## src/rtl/core/pnu_pkg.sv

```systemverilog
`default_nettype none

package pnu_pkg;

  localparam int unsigned PAYLOAD_W = 61;
  localparam int unsigned HDR_CNT_W = 3;

  localparam logic [1:0] ADDR_STRIP = 2'd0;

  localparam logic [1:0] CLS_EMPTY = 2'd0;
  localparam logic [1:0] CLS_PLAIN = 2'd1;
  localparam logic [1:0] CLS_ZERO  = 2'd2;
  localparam logic [1:0] CLS_NONE  = 2'd3;

  localparam logic [3:0] NIB_MAX_PREFIX = 4'h5;
  localparam logic [3:0] NIB_ZERO_LOW   = 4'h4;
  localparam logic [3:0] NIB_PLAIN_LOW  = 4'h2;

  typedef struct packed {
    logic [3:0] nibble;
    logic       nibble_valid;
    logic       last;
    logic [1:0] prefix_class;
    logic       error;
  } result_t;

  typedef struct packed {
    logic [1:0] cnt;
    result_t    r0;
    result_t    r1;
  } pair_t;

endpackage

`default_nettype wire

```

## src/rtl/core/pnu_in_if.sv

```systemverilog
`default_nettype none

interface pnu_in_if;
  logic       valid;
  logic       ready;
  logic [7:0] in_byte;
  logic       buffer_end;

  modport source (output valid, output in_byte, output buffer_end, input ready);
  modport sink (input valid, input in_byte, input buffer_end, output ready);
endinterface

`default_nettype wire

```

## src/rtl/core/pnu_out_if.sv

```systemverilog
`default_nettype none

interface pnu_out_if;
  logic       valid;
  logic       ready;
  logic [3:0] nibble;
  logic       nibble_valid;
  logic       last;
  logic [1:0] prefix_class;
  logic       error;

  modport source (output valid, output nibble, output nibble_valid, output last,
                  output prefix_class, output error, input ready);
  modport sink (input valid, input nibble, input nibble_valid, input last,
                input prefix_class, input error, output ready);
endinterface

`default_nettype wire

```

## src/rtl/core/prefixed_nibble_unpacker_unit.sv

```systemverilog
// path: an accepted byte waits in the input register, is parsed once the result buffer can take
//   its results and is shown from that buffer; one byte per cycle when it gives one result or
//   none and the receiver takes each; a two-nibble byte holds the next until both are taken
// reset: synchronous, active high; clears the parser to await a header, empties the
//   result buffer and sets strip_prefix to 1
`default_nettype none

module prefixed_nibble_unpacker_unit (
  input  wire logic        clk,
  input  wire logic        rst,
  pnu_in_if.sink           byte_stream,
  pnu_out_if.source        nibble_stream,
  input  wire logic        psel,
  input  wire logic        penable,
  input  wire logic        pwrite,
  input  wire logic [1:0]  paddr,
  input  wire logic [31:0] pwdata,
  output logic [31:0]      prdata,
  output logic             pready
);

  logic           strip_prefix;
  logic           load_ok;
  logic           fire;
  pnu_pkg::pair_t pair;

  pnu_cfg_regs u_cfg (
    .clk          (clk),
    .rst          (rst),
    .psel         (psel),
    .penable      (penable),
    .pwrite       (pwrite),
    .paddr        (paddr),
    .pwdata       (pwdata),
    .prdata       (prdata),
    .pready       (pready),
    .strip_prefix (strip_prefix)
  );

  pnu_parser u_parser (
    .clk          (clk),
    .rst          (rst),
    .byte_stream  (byte_stream),
    .strip_prefix (strip_prefix),
    .load_ok      (load_ok),
    .fire         (fire),
    .pair         (pair)
  );

  pnu_serializer u_ser (
    .clk           (clk),
    .rst           (rst),
    .fire          (fire),
    .pair          (pair),
    .load_ok       (load_ok),
    .nibble_stream (nibble_stream)
  );

endmodule

`default_nettype wire

```

## src/rtl/core/pnu_cfg_regs.sv

```systemverilog
`default_nettype none

module pnu_cfg_regs (
  input  wire logic        clk,
  input  wire logic        rst,
  input  wire logic        psel,
  input  wire logic        penable,
  input  wire logic        pwrite,
  input  wire logic [1:0]  paddr,
  input  wire logic [31:0] pwdata,
  output logic [31:0]      prdata,
  output logic             pready,
  output logic             strip_prefix
);

  logic wr_en;

  assign wr_en  = psel & penable & pwrite & (paddr == pnu_pkg::ADDR_STRIP);
  assign pready = 1'b1;
  assign prdata = {31'd0, strip_prefix};

  always_ff @(posedge clk) begin
    if (rst) begin
      strip_prefix <= 1'b1;
    end else if (wr_en) begin
      strip_prefix <= pwdata[0];
    end
  end

endmodule

`default_nettype wire

```

## src/rtl/core/pnu_parser.sv

```systemverilog
`default_nettype none

module pnu_parser (
  input  wire logic   clk,
  input  wire logic   rst,
  pnu_in_if.sink      byte_stream,
  input  wire logic   strip_prefix,
  input  wire logic   load_ok,
  output logic        fire,
  output pnu_pkg::pair_t pair
);

  localparam logic [1:0] PH_HDR = 2'd0;
  localparam logic [1:0] PH_EXT = 2'd1;
  localparam logic [1:0] PH_PAY = 2'd2;

  // input register
  logic       iv;
  logic [7:0] ib;
  logic       ie;

  logic [1:0]                        phase, phase_next;
  logic [pnu_pkg::HDR_CNT_W-1:0]     hbl, hbl_next;
  logic [pnu_pkg::PAYLOAD_W-1:0]     pl, pl_next;
  logic                              first, first_next;
  logic [1:0]                        cls, cls_next;

  logic [pnu_pkg::PAYLOAD_W-1:0]     pl_shift;
  logic [pnu_pkg::PAYLOAD_W-1:0]     pl_dec;
  logic [pnu_pkg::HDR_CNT_W-1:0]     hbl_dec;
  logic [3:0]                        hi;
  logic [3:0]                        lo;
  logic                              fin;
  logic [1:0]                        drop;
  logic [1:0]                        cls_use;
  logic                              done;

  pnu_pkg::result_t marker;
  pnu_pkg::result_t err_res;

  assign fire              = iv & load_ok;
  assign byte_stream.ready = ~iv | fire;

  assign hi       = ib[7:4];
  assign lo       = ib[3:0];
  assign pl_shift = {pl[pnu_pkg::PAYLOAD_W-9:0], ib};
  assign pl_dec   = pl - {{(pnu_pkg::PAYLOAD_W-1){1'b0}}, 1'b1};
  assign hbl_dec  = hbl - {{(pnu_pkg::HDR_CNT_W-1){1'b0}}, 1'b1};
  assign fin      = (pl == {{(pnu_pkg::PAYLOAD_W-1){1'b0}}, 1'b1});

  assign marker  = '{nibble: 4'd0, nibble_valid: 1'b0, last: 1'b1,
                     prefix_class: pnu_pkg::CLS_NONE, error: 1'b0};
  assign err_res = '{nibble: 4'd0, nibble_valid: 1'b0, last: 1'b1,
                     prefix_class: pnu_pkg::CLS_NONE, error: 1'b1};

  always_comb begin
    phase_next = phase;
    hbl_next   = hbl;
    pl_next    = pl;
    first_next = first;
    cls_next   = cls;
    pair       = '0;
    done       = 1'b0;
    drop       = 2'd0;
    cls_use    = cls;
    unique case (phase)
      PH_EXT: begin
        pl_next  = pl_shift;
        hbl_next = hbl_dec;
        if (hbl_dec == '0) begin
          first_next = 1'b1;
          cls_next   = pnu_pkg::CLS_NONE;
          if (pl_shift == '0) begin
            phase_next = PH_HDR;
            pair.cnt   = 2'd1;
            pair.r0    = marker;
            done       = 1'b1;
          end else begin
            phase_next = PH_PAY;
          end
        end
        if (!done && ie) begin
          phase_next = PH_HDR;
          hbl_next   = '0;
          pl_next    = '0;
          first_next = 1'b1;
          cls_next   = pnu_pkg::CLS_NONE;
          pair.cnt   = 2'd1;
          pair.r0    = err_res;
        end
      end
      PH_PAY: begin
        if (first) begin
          first_next = 1'b0;
          if (strip_prefix && hi <= pnu_pkg::NIB_MAX_PREFIX) begin
            drop = hi[0] ? 2'd1 : 2'd2;
            if (hi >= pnu_pkg::NIB_ZERO_LOW) begin
              cls_use = pnu_pkg::CLS_ZERO;
            end else if (hi >= pnu_pkg::NIB_PLAIN_LOW) begin
              cls_use = pnu_pkg::CLS_PLAIN;
            end else begin
              cls_use = pnu_pkg::CLS_EMPTY;
            end
          end else begin
            cls_use = pnu_pkg::CLS_NONE;
          end
          cls_next = cls_use;
        end
        pl_next = pl_dec;
        if (ie && !fin) begin
          phase_next = PH_HDR;
          pair.cnt   = 2'd1;
          pair.r0    = err_res;
        end else begin
          if (fin) begin
            phase_next = PH_HDR;
          end
          unique case (drop)
            2'd0: begin
              pair.cnt = 2'd2;
              pair.r0  = '{nibble: hi, nibble_valid: 1'b1, last: 1'b0,
                           prefix_class: cls_use, error: 1'b0};
              pair.r1  = '{nibble: lo, nibble_valid: 1'b1, last: fin,
                           prefix_class: cls_use, error: 1'b0};
            end
            2'd1: begin
              pair.cnt = 2'd1;
              pair.r0  = '{nibble: lo, nibble_valid: 1'b1, last: fin,
                           prefix_class: cls_use, error: 1'b0};
            end
            default: begin
              // whole first byte was prefix
              if (fin) begin
                pair.cnt = 2'd1;
                pair.r0  = '{nibble: 4'd0, nibble_valid: 1'b0, last: 1'b1,
                             prefix_class: cls_use, error: 1'b0};
              end
            end
          endcase
        end
      end
      default: begin
        hbl_next = ib[7:5];
        pl_next  = {{(pnu_pkg::PAYLOAD_W-5){1'b0}}, ib[4:0]};
        if (ib[7:5] != '0) begin
          phase_next = PH_EXT;
        end else begin
          first_next = 1'b1;
          cls_next   = pnu_pkg::CLS_NONE;
          if (ib[4:0] == '0) begin
            phase_next = PH_HDR;
            pair.cnt   = 2'd1;
            pair.r0    = marker;
            done       = 1'b1;
          end else begin
            phase_next = PH_PAY;
          end
        end
        if (!done && ie) begin
          phase_next = PH_HDR;
          hbl_next   = '0;
          pl_next    = '0;
          first_next = 1'b1;
          cls_next   = pnu_pkg::CLS_NONE;
          pair.cnt   = 2'd1;
          pair.r0    = err_res;
        end
      end
    endcase
  end

  always_ff @(posedge clk) begin
    if (rst) begin
      iv    <= 1'b0;
      phase <= PH_HDR;
      hbl   <= '0;
      pl    <= '0;
      first <= 1'b1;
      cls   <= pnu_pkg::CLS_NONE;
    end else begin
      if (byte_stream.valid && byte_stream.ready) begin
        iv <= 1'b1;
      end else if (fire) begin
        iv <= 1'b0;
      end
      if (fire) begin
        phase <= phase_next;
        hbl   <= hbl_next;
        pl    <= pl_next;
        first <= first_next;
        cls   <= cls_next;
      end
    end
  end

  always_ff @(posedge clk) begin
    if (byte_stream.valid && byte_stream.ready) begin
      ib <= byte_stream.in_byte;
      ie <= byte_stream.buffer_end;
    end
  end

endmodule

`default_nettype wire

```

## src/rtl/core/pnu_serializer.sv

```systemverilog
`default_nettype none

module pnu_serializer (
  input  wire logic            clk,
  input  wire logic            rst,
  input  wire logic            fire,
  input  wire pnu_pkg::pair_t  pair,
  output logic                 load_ok,
  pnu_out_if.source            nibble_stream
);

  logic [1:0]       cnt;
  pnu_pkg::result_t slot0;
  pnu_pkg::result_t slot1;
  logic             pop;

  assign nibble_stream.valid        = (cnt != 2'd0);
  assign nibble_stream.nibble       = slot0.nibble;
  assign nibble_stream.nibble_valid = slot0.nibble_valid;
  assign nibble_stream.last         = slot0.last;
  assign nibble_stream.prefix_class = slot0.prefix_class;
  assign nibble_stream.error        = slot0.error;

  assign pop     = nibble_stream.valid & nibble_stream.ready;
  assign load_ok = (cnt == 2'd0) | ((cnt == 2'd1) & pop);

  always_ff @(posedge clk) begin
    if (rst) begin
      cnt <= 2'd0;
    end else if (fire) begin
      cnt <= pair.cnt;
    end else if (pop) begin
      cnt <= cnt - 2'd1;
    end
  end

  always_ff @(posedge clk) begin
    if (fire) begin
      slot0 <= pair.r0;
      slot1 <= pair.r1;
    end else if (pop && cnt == 2'd2) begin
      slot0 <= slot1;
    end
  end

endmodule

`default_nettype wire

```

## src/flat_wrapper.sv

```systemverilog
// flat-port wrapper written by rule: the top's interface ports become plain ports
module prefixed_nibble_unpacker_unit_flat 
  (clk, rst, psel, penable, pwrite, paddr, pwdata, prdata, pready, byte_stream_valid, byte_stream_in_byte, byte_stream_buffer_end, byte_stream_ready, nibble_stream_valid, nibble_stream_nibble, nibble_stream_nibble_valid, nibble_stream_last, nibble_stream_prefix_class, nibble_stream_error, nibble_stream_ready);
  pnu_in_if byte_stream_i ();
  pnu_out_if nibble_stream_i ();
  input  wire logic clk;
  input  wire logic rst;
  input  wire logic psel;
  input  wire logic penable;
  input  wire logic pwrite;
  input  wire logic [1:0] paddr;
  input  wire logic [31:0] pwdata;
  output logic [31:0] prdata;
  output logic pready;
  input wire logic [$bits(byte_stream_i.valid)-1:0] byte_stream_valid;
  input wire logic [$bits(byte_stream_i.in_byte)-1:0] byte_stream_in_byte;
  input wire logic [$bits(byte_stream_i.buffer_end)-1:0] byte_stream_buffer_end;
  output wire logic [$bits(byte_stream_i.ready)-1:0] byte_stream_ready;
  output wire logic [$bits(nibble_stream_i.valid)-1:0] nibble_stream_valid;
  output wire logic [$bits(nibble_stream_i.nibble)-1:0] nibble_stream_nibble;
  output wire logic [$bits(nibble_stream_i.nibble_valid)-1:0] nibble_stream_nibble_valid;
  output wire logic [$bits(nibble_stream_i.last)-1:0] nibble_stream_last;
  output wire logic [$bits(nibble_stream_i.prefix_class)-1:0] nibble_stream_prefix_class;
  output wire logic [$bits(nibble_stream_i.error)-1:0] nibble_stream_error;
  input wire logic [$bits(nibble_stream_i.ready)-1:0] nibble_stream_ready;
  assign byte_stream_i.valid = byte_stream_valid;
  assign byte_stream_i.in_byte = byte_stream_in_byte;
  assign byte_stream_i.buffer_end = byte_stream_buffer_end;
  assign byte_stream_ready = byte_stream_i.ready;
  assign nibble_stream_valid = nibble_stream_i.valid;
  assign nibble_stream_nibble = nibble_stream_i.nibble;
  assign nibble_stream_nibble_valid = nibble_stream_i.nibble_valid;
  assign nibble_stream_last = nibble_stream_i.last;
  assign nibble_stream_prefix_class = nibble_stream_i.prefix_class;
  assign nibble_stream_error = nibble_stream_i.error;
  assign nibble_stream_i.ready = nibble_stream_ready;
  prefixed_nibble_unpacker_unit u_core (.clk(clk), .rst(rst), .byte_stream(byte_stream_i), .nibble_stream(nibble_stream_i), .psel(psel), .penable(penable), .pwrite(pwrite), .paddr(paddr), .pwdata(pwdata), .prdata(prdata), .pready(pready));
endmodule
```

## config.mk

```make
export PLATFORM = sky130hd
export DESIGN_NAME = prefixed_nibble_unpacker_unit_flat
export DESIGN_NICKNAME = d
export VERILOG_FILES = /design/src/rtl/core/pnu_pkg.sv /design/src/rtl/core/pnu_in_if.sv /design/src/rtl/core/pnu_out_if.sv /design/src/rtl/core/prefixed_nibble_unpacker_unit.sv /design/src/rtl/core/pnu_cfg_regs.sv /design/src/rtl/core/pnu_parser.sv /design/src/rtl/core/pnu_serializer.sv /design/src/flat_wrapper.sv
export SDC_FILE = /design/constraint.sdc
export NUM_CORES = 1
export LEC_CHECK = 0
export ABC_AREA = 1
export BUFFER_PORTS_ARGS = -buffer_cell sky130_fd_sc_hd__buf_2
export CORE_MARGIN = 8
export CORE_UTILIZATION = 25
export CTS_BUF_LIST = sky130_fd_sc_hd__clkbuf_4 sky130_fd_sc_hd__clkbuf_8
export DETAILED_ROUTE_END_ITERATION = 10
export GPL_TIMING_DRIVEN = 0
export PLACE_DENSITY = 0.41
export SLEW_MARGIN = 10
export SYNTH_ARGS = -nofsm -noshare
export SYNTH_HDL_FRONTEND = slang
export SYNTH_HIERARCHICAL = 1
export SYNTH_SLANG_ARGS = --single-unit
```

## constraint.sdc

```tcl
create_clock -name clk -period 3.03 [get_ports clk]
set_input_delay 0.1515 -clock clk [delete_from_list [all_inputs] [get_ports clk]]
set_output_delay 0.1515 -clock clk [all_outputs]
set_load 0.05 [all_outputs]
```

Word-level counts from Yosys, hierarchy flattened:

Index checks and enable logic that the tools add are counted.

* register bits after elaboration: 100
* bits of input ports: 50

* add/subtract/negate cells: 3
* $lt $le $gt $ge: 3
* eq/ne operators: 9
* muxes and demuxes: 56
* bitwise logic cells: 11
* reduce and logical (&&, ||, !) cells: 26

Operators with widths (count)
* 61-bit case mux with 2 select lines: 1
* 61-bit by 1-bit == test with 1-bit output, second input constant: 1
* 61-bit zero test: 1
* 61-bit 2-to-1 mux: 1
* 61-bit by 1-bit subtractor with 61-bit output, second input constant: 1
* 10-bit 2-to-1 mux: 5
* 11-bit case mux with 2 select lines: 2
* 2-bit 2-to-1 mux: 21
* 11-bit 2-to-1 mux: 3
* 9-bit 2-to-1 mux: 2
* 1-bit 2-to-1 mux: 13
* 5-bit 2-to-1 mux: 2
* 2-bit case mux with 2 select lines: 2
* 2-bit nonzero test: 4
* 1-bit bitwise AND: 6
* 2-bit by 1-bit == test with 1-bit output, second input constant: 3
* 1-bit logical AND: 6
* 2-bit zero test: 3
* 3-bit 2-to-1 mux: 2
* 3-bit != test, second input constant: 2
* 3-bit case mux with 2 select lines: 1
* 3-bit AND reduction: 2
* 5-bit zero test: 1
* 2-bit == test, second input constant: 2
* 15 further kinds: 21

Depth between registers and ports, before layout:

Gate-level depths: netlist of the first run.

* depth after elaboration: 10
* depth in mapped cells: 19

By module:

Netlist of the first run, hierarchy kept.

Modules (own cells, without submodules)
* pnu_parser: times used 1, cells an instance 1225, area each 6705.2 sq um, seq. area each 1671.6 sq um
* pnu_serializer: times used 1, cells an instance 78, area each 840.8 sq um, seq. area each 580.6 sq um
* pnu_cfg_regs: times used 1, cells an instance 45, area each 316.6 sq um, seq. area each 20.0 sq um

Worst setup path before layout of the first run:

No wires, ideal clock.

* path type: flip-flop to flip-flop
* from: register u_core.u_ser.cnt[0]
* to: register u_core.u_ser.slot0 (netlist bit u_core/u_ser/nibble_stream.error) (enable)
* library setup time: 278 ps
* arrival: 2178 ps
* setup slack: 574 ps
* cell stages (with the launch flop): 10
* buffers on the path: 1
* clock period less this slack: 2456 ps
* cells stage by stage: dfxtp_1 inv_1 ha_1 inv_1 nand2_1 nand2_1 clkinv_1 buf_2 nor2_1 nor2_1

* longest elaborated chain between the ends: 6
* elaborated cells between the ends (all ways): 10
* classes of those cells: 2 x eq/ne; 4 x bitwise; 4 x reduce/logical

RTL lines
* from (decl): line pnu_serializer.sv:12 `logic [1:0] cnt;`
* from (signal assigned): line pnu_serializer.sv:31 `cnt <= pair.cnt;`
* from (signal assigned): line pnu_serializer.sv:33 `cnt <= cnt - 2'd1;`
* 2-bit nonzero test: line pnu_serializer.sv:17 `assign nibble_stream.valid = (cnt != 2'd0);`
* via nibble_stream_valid: line flat_wrapper.sv:19 `output wire logic [$bits(nibble_stream_i.valid)-1:0] nibble_stream_valid;`
* 1-bit bitwise AND: line pnu_serializer.sv:24 `assign pop = nibble_stream.valid & nibble_stream.ready;`
* 1-bit bitwise AND: line pnu_serializer.sv:25 `assign load_ok = (cnt == 2'd0) | ((cnt == 2'd1) & pop);`
* 1-bit bitwise OR: line pnu_serializer.sv:25
* via u_core.load_ok: line prefixed_nibble_unpacker_unit.sv:23 `logic load_ok;`
* 1-bit bitwise AND: line pnu_parser.sv:41 `assign fire = iv & load_ok;`
* via u_core.fire: line prefixed_nibble_unpacker_unit.sv:24 `logic fire;`
* 2-bit nonzero test (no source line)
* to (signal assigned): line pnu_serializer.sv:39 `slot0 <= pair.r0;`
* to (signal assigned): line pnu_serializer.sv:42 `slot0 <= slot1;`
* to (decl): line pnu_serializer.sv:13 `pnu_pkg::result_t slot0;`

The timed path passes the listed nets, and every way through them passes these cells.
A chain may end at the register's enable or synchronous reset.

Worst setup path in the final report of the first run:

* from: register u_core.u_ser.cnt[0]
* to: register u_core.u_ser.slot0 (netlist bit u_core/u_ser/nibble_stream.prefix_class[0]) (enable)

* longest elaborated chain between the ends: 6
* elaborated cells between the ends (all ways): 10
* classes of those cells: 2 x eq/ne; 4 x bitwise; 4 x reduce/logical

RTL lines (line)
* 2-bit nonzero test: pnu_serializer.sv:17
* 1-bit bitwise AND: pnu_serializer.sv:24
* 1-bit bitwise AND: pnu_serializer.sv:25
* 1-bit bitwise OR (*): pnu_serializer.sv:25
* via u_core.load_ok: prefixed_nibble_unpacker_unit.sv:23
* 1-bit bitwise AND (*): pnu_parser.sv:41
* via u_core.fire: prefixed_nibble_unpacker_unit.sv:24
* 2-bit nonzero test (no source line) (*)

Mark *: on every way through the listed nets, which the timed path passes. The rest lies on a longest branch.

==> impl_metrics.json, run 1 <==
{
  "status": "finished, final reports clean",
  "die_area_sq_um": 37380,
  "cts_made_buffers": 9,
  "maxSlewHeadroom_pct": 35.13,
  "most-common-layout-cells": "nand2_1 (520), nor2_1 (188), inv_1 (157), nand3_1 (92), dfxtp_1 (73)",
  "max_freq_ghz": 0.3610,
  "cts_max_level": 3,
  "cp_max_fo": 23,
  "wire_per_inst_um": 16.00,
  "hold_ws_ps": 111.6,
  "synth_adder_area_share_pct": 1.432,
  "vias": 8211,
  "die_h_um": 193.3,
  "synthXorXnorAreaFrac_pct": 0.5570,
  "dp_cells": 1810,
  "p_leak_nw": 4.748,
  "cp-startpoint": "u_core/u_ser/cnt[0]$_SDFFE_PP0P_",
  "hold_viol_final": 0,
  "grt_use_total_pct": 15.80,
  "postLayoutCellArea_sq_um": 8951,
  "synth_compound_gate_area_share_pct": 9.723,
  "grt_pass1_vias": 7934,
  "setup.worst_path.end": "u_core/u_ser/nibble_stream.prefix_class[0]$_DFFE_PP_",
  "clk_latency_ps": 420,
  "synth_top_family_by_area": "simple AND/OR/NAND/NOR gates",
  "fin_crit_ps": 2770,
  "antenna_left": 0,
  "overflow": 0,
  "rr_endpoint": "u_core/u_ser/nibble_stream.prefix_class[0]$_DFFE_PP_",
  "rsz0062_at_grt": "false",
  "vias_per_cell": 4.467,
  "synthArstFlopShare_pct": 0,
  "final_util_pct": 28.66,
  "syn_avg_cell_area_sq_um": 5.833,
  "fin_cells": 1838,
  "antenna_found_initial": 0,
  "yosysWarnings": 6,
  "postCtsSetupBuffers": 0,
  "rows": 65,
  "setup_viol": 0,
  "peakVddDrop_mv": 0.2551,
  "end_kind": "register",
  "grt_pass1_wl_mm": 46.37,
  "layout_commonest_cell": "nand2_1",
  "ios": 94,
  "ff2ff_setup_slack_ps": 260,
  "tightestPinTransition_ps": 973.0,
  "dp_hpwl_mm": 23.09,
  "fin_crit_sh_pct": 91.43,
  "total_power_mw": 4.872,
  "cts_tree": "done",
  "initial_core_util_pct": 25.18,
  "grt_max_degree": 24,
  "clock_sinks": 100,
  "cts_max_path_buffers": 2,
  "antenna_cells": 0,
  "io_buffers": 30,
  "synth_top_flop_cell": "dfxtp_1",
  "slew_viol_final": 0,
  "hold_class": "in -> reg",
  "worstSetupPathType": "reg -> reg",
  "synth.distinct_cells": 41,
  "nets": 1490,
  "fin_worst_skew_ps": 19.34,
  "r2r-start": "u_core/u_ser/cnt[0]$_SDFFE_PP0P_",
  "cp_data_required_time_ps": 3210,
  "synth.cell_area_sq_um": 7863,
  "cts-root-buf": "clkbuf_8",
  "start_kind": "register",
  "drt_pass1_iterations": 5,
  "die_width_um": 193.3,
  "drt-total-wl_mm": 29.41,
  "p_per_area_nw_per_um2": 544.2,
  "cp.arrival_ps": 2950,
  "syn_inst": 1348,
  "dpl-instance-area_sq_um": 8628,
  "drive_gt1_share_pct": 12.12,
  "synth-simple-area-share_pct": 45.34,
  "place_congestion": 0.8970,
  "fin_tns_setup_ps": 0,
  "muxShareOfSynthArea_pct": 0,
  "worst_slack_ps": 259.8,
  "ys_seq_elements": 100,
  "synth-edff-count": 27,
  "drc": 0,
  "area_delta_synth_final_pct": 13.84,
  "drv_cap": 0,
  "rr_worst_depth": 9,
  "pre_cts_slack_ps": 148.2,
  "coreArea_sq_um": 31230,
  "clk_pin_slew_ps": 130,
  "drtIter0Drc": 585,
  "yosysSeqAreaShare_pct": 28.90
}
-- cells in the mapped netlist, types with 7 or more instances --
cell type | count | area share [%]
nand2_1 | 520 | 25
nor2_1 | 189 | 9.0
inv_1 | 157 | 7.5
nand3_1 | 92 | 5.9
dfxtp_1 | 73 | 19
a21oi_1 | 51 | 3.2
buf_4 | 34 | 3.2
nand2_2 | 29 | 2.3
clkbuf_1 | 27 | 1.3
edfxtp_1 | 27 | 10
a21oi_2 | 26 | 2.9
o21ai_0 | 25 | 1.6
nor2_2 | 11 | 0.88
ha_1 | 9 | 1.4
or2_2 | 9 | 0.72
buf_2 | 7 | 0.45
-- timing repair --
action,4_1_cts,5_1_grt
gates resized for setup,0,1
hold endpoints to repair,13,0
hold buffers,12,0
endpoints found under the setup margin,0,9
-- layout make-up --
cell class | instances | area, sq um
well taps | 402 | 503.0
clock buffers | 9 | 123.9
multi-input cells | 1041 | 4612
clock inverters | 7 | 76.32
fillers | 3664 | 22280
inverters | 160 | 600.6
repair buffers | 42 | 270.3
flip-flops and latches | 100 | 2272
plain buffers | 77 | 493.0
-- layer usage --
metal	track usage (%)	up-vias	wire, um
met3	1.788	26	1162
met5	0	-	0
met1	21.69	3737	14470
met4	4.675	0	604
met2	25.70	192	13180
li1	-	4256	-
-- logic make-up after synthesis --
| kind of cell | Yosys count |
|---|---|
| adders and majority gates | 9 |
| xor gates and xnor gates | 5 |
| and+or+nand+nor | 869 |
| AOI/OAI and AO/OA | 125 |
| other | 3 |
| buffers and inverters | 237 |
| DFF | 100 |
-- how the worst min path moves through the flow --
stage | slack (ps) | start | to | cells after the start
floorplan | 250 | byte_stream_in_byte[0] | u_core/u_parser/ib[0]$_DFFE_PP_ | 0
global placement | 330 | byte_stream_in_byte[7] | u_core/u_parser/ib[7]$_DFFE_PP_ | 1
detailed placement | 330 | byte_stream_buffer_end | u_core/u_parser/ie$_DFFE_PP_ | 1
CTS | 90 | nibble_stream_ready | u_core/u_ser/cnt[1]$_SDFFE_PP0P_ | 5
global route | 130 | nibble_stream_ready | u_core/u_ser/cnt[1]$_SDFFE_PP0P_ | 5
finish | 110 | nibble_stream_ready | u_core/u_ser/cnt[1]$_SDFFE_PP0P_ | 5
-- registers in the layout (all words and copies together) (netlist names), 2 cells and up --
register,cells
u_core/u_parser/cls,2
u_core/u_ser/nibble_stream.nibble,4
u_core/u_ser/cnt,2
u_core/u_ser/nibble_stream.prefix_class,2
u_core/u_parser/pl,61
u_core/u_parser/phase,2
u_core/u_parser/ib,8
u_core/u_ser/slot1,9
u_core/u_parser/hbl,3
-- where the power goes --
part | total (mW) | leakage, nW | switching, mW | internal [mW]
combinational | 2.37 | 3.80 | 1.73 | 0.642
clock | 0.941 | 0.103 | 0.610 | 0.331
sequential | 1.56 | 0.846 | 0.0733 | 1.49
-- critical path, cell delays in order, from the launching register on --
cell	delay [ps]
dfxtp_1	400
inv_1	80
ha_1	190
inv_1	80
nand2_1	90
nand2_1	280
clkinv_1	700
buf_2	430
nor2_1	150
nor2_2	120
(Power assumes the default switching activity.)
==> run 2: changes to the inputs <==
--- a/config.mk
+++ b/config.mk
@@ -13,5 +13,5 @@
 export DETAILED_ROUTE_END_ITERATION = 10
 export GPL_TIMING_DRIVEN = 0
-export PLACE_DENSITY = 0.41
+export REMOVE_ABC_BUFFERS = 1
 export SLEW_MARGIN = 10
 export SYNTH_ARGS = -nofsm -noshare
==> constraint.sdc (replaced) <==
create_clock -name clk -period 3.03 [get_ports clk]
set_input_delay 0.606 -clock clk [delete_from_list [all_inputs] [get_ports clk]]
set_output_delay 0.606 -clock clk [all_outputs]
set_load 0.05 [all_outputs]
==> run 2 against run 1 <==
  * Global-route usage fell by 3.8 points
  * Register-to-register slack worse by 20 ps
  * Count of clock-buffer cells in the layout is the same
  * Critical path type unchanged
  * Critical endpoint is now u_core/u_ser/nibble_stream.nibble[2]$_DFFE_PP_
==> impl_metrics.json, run 2 (same netlist as run 1, synthesis figures left out) <==
{
  "status": "finished, final reports clean",
  "p_per_area_nw_per_um2": 542.0,
  "grt_pass1_vias": 7227,
  "critPathMaxStageDelay_ps": 580,
  "max_freq_ghz": 0.3588,
  "vias_per_cell": 4.517,
  "vias": 7923,
  "cp-startpoint": "u_core/u_parser/phase[0]$_SDFFE_PP0P_",
  "cts_made_buffers": 9,
  "ios": 94,
  "pre_cts_slack_ps": -768.9,
  "power_frac_clock_pct": 20.4,
  "total_power_mw": 4.616,
  "peakVddDrop_mv": 0.3427,
  "largest_register_ffs": 61,
  "clk_pin_slew_ps": 130,
  "die_h_um": 193.3,
  "cts-root-buf": "clkbuf_8",
  "reg.largest.list": "u_core/u_parser/pl (61), u_core/u_ser/slot1 (9), u_core/u_parser/ib (8)",
  "start_kind": "register",
  "hold_viol_final": 0,
  "drv_cap": 0,
  "fin_worst_skew_ps": 20.39,
  "most-common-layout-cells": "nand2_1 (519), nor2_1 (187), inv_1 (157), nand3_1 (92), dfxtp_1 (73)",
  "hold_depth": 1,
  "cts_max_level": 3,
  "rr_worst_depth": 10,
  "cp_max_fo": 25,
  "worstSetupPathType": "reg -> reg",
  "clock_sinks": 100,
  "path_common_cell": "nand2_1",
  "r2r-start": "u_core/u_parser/phase[0]$_SDFFE_PP0P_",
  "fin_crit_sh_pct": 91.98,
  "wire_per_inst_um": 13.10,
  "fin_crit_ps": 2787,
  "power_frac_comb_pct": 45.7,
  "drive_gt1_share_pct": 10.21,
  "place_congestion": 0.8929,
  "drtIter0Drc": 623,
  "maxSlewHeadroom_pct": 28.83,
  "clk_latency_ps": 400,
  "rsz0062_at_grt": "false",
  "area_delta_synth_final_pct": 8.323,
  "setup_viol": 0,
  "dp_hpwl_mm": 16.51,
  "tightestPinTransition_ps": 1066,
  "crit_path_top_delay_cell": "ha_2",
  "p_int_mw": 2.424,
  "hold_ws_ps": 367.1,
  "cts_tree": "done",
  "slew_viol_final": 0,
  "drc": 0,
  "nets": 1406,
  "grt_max_degree": 63,
  "coreArea_sq_um": 31230,
  "fillers": 3550,
  "min_from": "byte_stream_in_byte[7]",
  "end_kind": "register",
  "antenna_found_initial": 0,
  "overflow": 0,
  "die_area_sq_um": 37380,
  "grt_use_total_pct": 11.99,
  "grt_pass1_wl_mm": 37.53,
  "cp_cell_sequence": "inv_1, ha_2, buf_16, inv_1, nor2_1, nand2_1, or2_1, nor2_1, nand2_1, nand2_1",
  "holdBufCountCts": 0,
  "netSwitchingFraction_pct": 47.49,
  "p_leak_nw": 4.467,
  "die_width_um": 193.3,
  "power_frac_seq_pct": 33.9,
  "drt-total-wl_mm": 22.97,
  "postCtsSetupBuffers": 0,
  "initial_core_util_pct": 25.18,
  "cts_max_path_buffers": 2,
  "worst_slack_ps": 243.1,
  "max_flop_register": "u_core/u_parser/pl",
  "cp.arrival_ps": 3070,
  "switching_power_mw": 2.192,
  "antenna_left": 0,
  "hold_class": "in -> reg",
  "cp_data_required_time_ps": 3310,
  "antenna_cells": 0,
  "io_buffers": 30,
  "rows": 65,
  "layout_commonest_cell": "nand2_1",
  "drt_pass1_iterations": 5
}
[run 2: cell types whose count changed in the layout (fill, tap and decap cells not counted), sizes merged]
cell / delta
inv: -2
buf: -45
clkinv: +2
clkbuf: -27
dlygate4sd3: -12
[run 2: cell type report]
| cell class | count | area, sq um | share of cell area (%) |
|---|---|---|---|
| Clock buffer | 9 | 123.9 | 1.454 |
| Tap cell | 402 | 503.0 | 5.906 |
| Timing Repair Buffer | 35 | 267.8 | 3.144 |
| Clock inverter | 7 | 88.84 | 1.043 |
| Sequential cell | 100 | 2272 | 26.68 |
| Inverter | 160 | 605.6 | 7.110 |
| Multi-Input combinational cell | 1041 | 4656 | 54.66 |
[run 2: timing repair]
action | 4_1_cts | 5_1_grt
gates resized for setup | 3 | 1
pin swaps | 0 | 0
setup endpoints to repair | 34 | 9
[run 2: metal layers]
layer	GRT usage, %	wire [um]	vias up
met5	0	0	-
met4	4.048	524	0
met3	1.944	1170	29
met2	20.37	10660	195
met1	15.22	10610	3599
li1	-	-	4100
[run 2: power by group through the flow]
stage / registers [mW] / clock network (mW) / logic, mW
after global placement: 1.59 / 0 / 2.00
after floorplan: 1.64 / 0 / 1.46
after detailed placement: 1.60 / 0 / 2.07
after global routing: 1.58 / 1.02 / 2.36
final: 1.57 / 0.941 / 2.11
after CTS: 1.56 / 0.976 / 2.09
[run 2: worst max-delay path: cells and delay by family, from the launching register on]
| family | cells | cell delay (ps) |
|---|---|---|
| fa+ha+maj | 1 | 580 |
| buf+inv | 3 | 780 |
| flops | 1 | 360 |
| simple gates | 6 | 930 |
[run 2: final timing paths]
path                            slack, ps                                             end
worst max-delay path                  240  u_core/u_ser/nibble_stream.nibble[2]$_DFFE_PP_
worst min register to register        500             u_core/u_parser/cls[1]$_SDFFE_PP1P_
worst max register to register        240  u_core/u_ser/nibble_stream.nibble[2]$_DFFE_PP_
worst min-delay path                  370                 u_core/u_parser/ib[7]$_DFFE_PP_
[run 2: per-stage QoR]
step / util (%) / cells / cell area [sq um] / setup TNS (ps)
finish: 27.27 / 1754 / 8517 / 0
global route: 27.27 / 1754 / 8517 / 0
floorplan: - / 1301 / 7482 / -90180
global placement: 26.05 / 1733 / 8135 / -308110
CTS: 27.24 / 1754 / 8508 / 0
detailed placement: 26.54 / 1738 / 8288 / -12030
==> run 3: changes to the inputs <==
- clock period: 3.03 -> 2.7 ns (I/O delays scaled with it)
==> run 3 against run 2 <==
  * Utilization increased by 0.12 points
  * Critical path type unchanged
  * Critical endpoint is now u_core/u_ser/nibble_stream.nibble[0]$_DFFE_PP_
  * Die area unchanged
  * Largest cell class unchanged
  * First-iteration DRC count increased by 14%
  * Largest power group unchanged
==> impl_metrics.json, run 3 (same netlist as run 1, synthesis figures left out) <==
{
  "postCtsSetupBuffers": 0,
  "clk_pin_slew_ps": 130,
  "grt_pass1_wl_mm": 37.57,
  "cp_data_required_time_ps": 2780,
  "cts-root-buf": "clkbuf_8",
  "cts_tree": "done",
  "tightestPinTransition_ps": 795.1,
  "overflow": 0,
  "fin_crit_sh_pct": 92.09,
  "r2r-start": "u_core/u_ser/cnt[1]$_SDFFE_PP0P_",
  "end_kind": "register",
  "fillers": 3545,
  "die_h_um": 193.3,
  "vias": 7977,
  "nets": 1408,
  "hold_viol_final": 0,
  "setup_viol": 0,
  "io_buffers": 30,
  "die_area_sq_um": 37380,
  "rows": 65,
  "seq_area_sq_um": 2272,
  "peakVddDrop_mv": 0.3786,
  "cts_made_buffers": 9,
  "hold_depth": 1,
  "dp_cells": 1738,
  "hold_class": "in -> reg",
  "die_width_um": 193.3,
  "rsz0062_at_grt": "false",
  "drc": 0,
  "wire_per_inst_um": 13.46,
  "dp_hpwl_mm": 16.51,
  "fin_cells": 1756,
  "p_leak_nw": 4.474,
  "place_congestion": 0.8929,
  "ios": 94,
  "ff2ff_setup_slack_ps": 210,
  "holdBufCountCts": 0,
  "cp_cell_sequence": "inv_1, ha_1, inv_1, nand2_2, nand2_8, clkinv_4, inv_2, nand2_1, inv_1, nor2_4",
  "critPathMaxStageDelay_ps": 340,
  "initial_core_util_pct": 25.18,
  "drtIter0Drc": 709,
  "area_delta_synth_final_pct": 8.800,
  "grt_pass1_vias": 7208,
  "antenna_left": 0,
  "maxSlewHeadroom_pct": 46.99,
  "slew_viol_final": 0,
  "rr_endpoint": "u_core/u_ser/nibble_stream.nibble[0]$_DFFE_PP_",
  "worstSetupPathType": "reg -> reg",
  "min_to": "u_core/u_parser/ib[7]$_DFFE_PP_",
  "clk_latency_ps": 400,
  "rr_worst_depth": 10,
  "grt_max_degree": 63,
  "antenna_cells": 0,
  "max_freq_ghz": 0.4022,
  "crit_path_top_delay_cell": "dfxtp_1",
  "cts_max_level": 3,
  "p_per_area_nw_per_um2": 613.8,
  "max_flop_register": "u_core/u_parser/pl",
  "fin_crit_ps": 2486,
  "layout_commonest_cell": "nand2_1",
  "path_common_cell": "inv_1",
  "largest_register_ffs": 61,
  "status": "finished, final reports clean",
  "min_from": "byte_stream_in_byte[7]",
  "cp.arrival_ps": 2560,
  "multi_input_area_sq_um": 4684,
  "cp-startpoint": "u_core/u_ser/cnt[1]$_SDFFE_PP0P_",
  "vias_per_cell": 4.543,
  "coreArea_sq_um": 31230,
  "antenna_found_initial": 0,
  "clock_sinks": 100,
  "most-common-layout-cells": "nand2_1 (518), nor2_1 (187), inv_1 (156), nand3_1 (92), dfxtp_1 (73)",
  "drt_pass1_iterations": 5,
  "drt-total-wl_mm": 23.64,
  "drive_gt1_share_pct": 10.49,
  "total_power_mw": 5.251,
  "drv_cap": 0,
  "start_kind": "register",
  "fin_worst_skew_ps": 20.01,
  "grt_use_total_pct": 12.00,
  "cp_max_fo": 32,
  "reg.largest.list": "u_core/u_parser/pl (61), u_core/u_ser/slot1 (9), u_core/u_parser/ib (8)",
  "cts_max_path_buffers": 2
}
run 3: cell count changes in the layout (fill, tap and decap cells not counted), sizes merged:
cell,delta
nand2,+1
clkinvlp,+2
inv,-1
run 3: worst max-delay path: cells and delay by family, from the launching register on:
kind	cells	cell delay, ps
AND/OR/NAND/NOR	4	900
flip-flops	1	340
buffers and inverters	5	740
adder cells (fa/ha/maj)	1	150
run 3: what timing repair did:
action,4_1_cts,5_1_grt
setup endpoints to repair,34,16
pin swaps,0,1
cloned,0,2
resized for setup,6,2
run 3: how the worst max path moves through the flow:
stage          slack, ps  cells past startpoint                                                   end
3_3_place_gp       -4350                      9                    u_core/u_parser/pl[0]$_SDFFE_PP0P_
4_1_cts               80                     10        u_core/u_ser/nibble_stream.nibble[1]$_DFFE_PP_
3_5_place_dp       -1080                     10  u_core/u_ser/nibble_stream.prefix_class[1]$_DFFE_PP_
2_1_floorplan      -1660                     10                    u_core/u_parser/pl[0]$_SDFFE_PP0P_
6_report             210                     10        u_core/u_ser/nibble_stream.nibble[0]$_DFFE_PP_
5_1_grt               30                     10        u_core/u_ser/nibble_stream.nibble[0]$_DFFE_PP_
run 3: cell type report:
class                           count  area share [%]
Sequential cell                   100           26.56
Multi-Input combinational cell   1042           54.76
Timing Repair inverter              1         0.05851
Clock inverter                      7           1.038
Tap cell                          402           5.880
Clock buffer                        9           1.448
Inverter                          160           7.123
Timing Repair Buffer               35           3.130
run 3: where the power goes:
group          total (mW)  leakage, nW  internal [mW]  switching, mW
logic                2.43         3.52          0.689           1.74
registers            1.76        0.846           1.67         0.0931
clock network        1.06        0.106          0.378          0.680
total                5.25         4.47           2.74           2.51
run 3: routing by layer:
layer	vias up	GRT usage, %	wire length (um)
met5	-	0	0
met2	242	20.50	11040
met4	0	3.877	429
li1	4100	-	-
met1	3612	15.27	10730
met3	23	1.857	1447
run 3: through the flow:
| step | TNS (ps) | instance area, sq um | setup WS, ps | util [%] | hold WS (ps) |
|---|---|---|---|---|---|
| after global routing | 0 | 8554 | 31.27 | 27.39 | 274.1 |
| after CTS | 0 | 8532 | 82.42 | 27.32 | 282.7 |
| after floorplan | -120130 | 7482 | -1657 | - | 450.5 |
| after detailed placement | -22690 | 8288 | -1083 | 26.54 | 468.0 |
| after global placement | -337130 | 8135 | -4354 | 26.05 | 466.1 |
| final | 0 | 8554 | 213.7 | 27.39 | 301.1 |
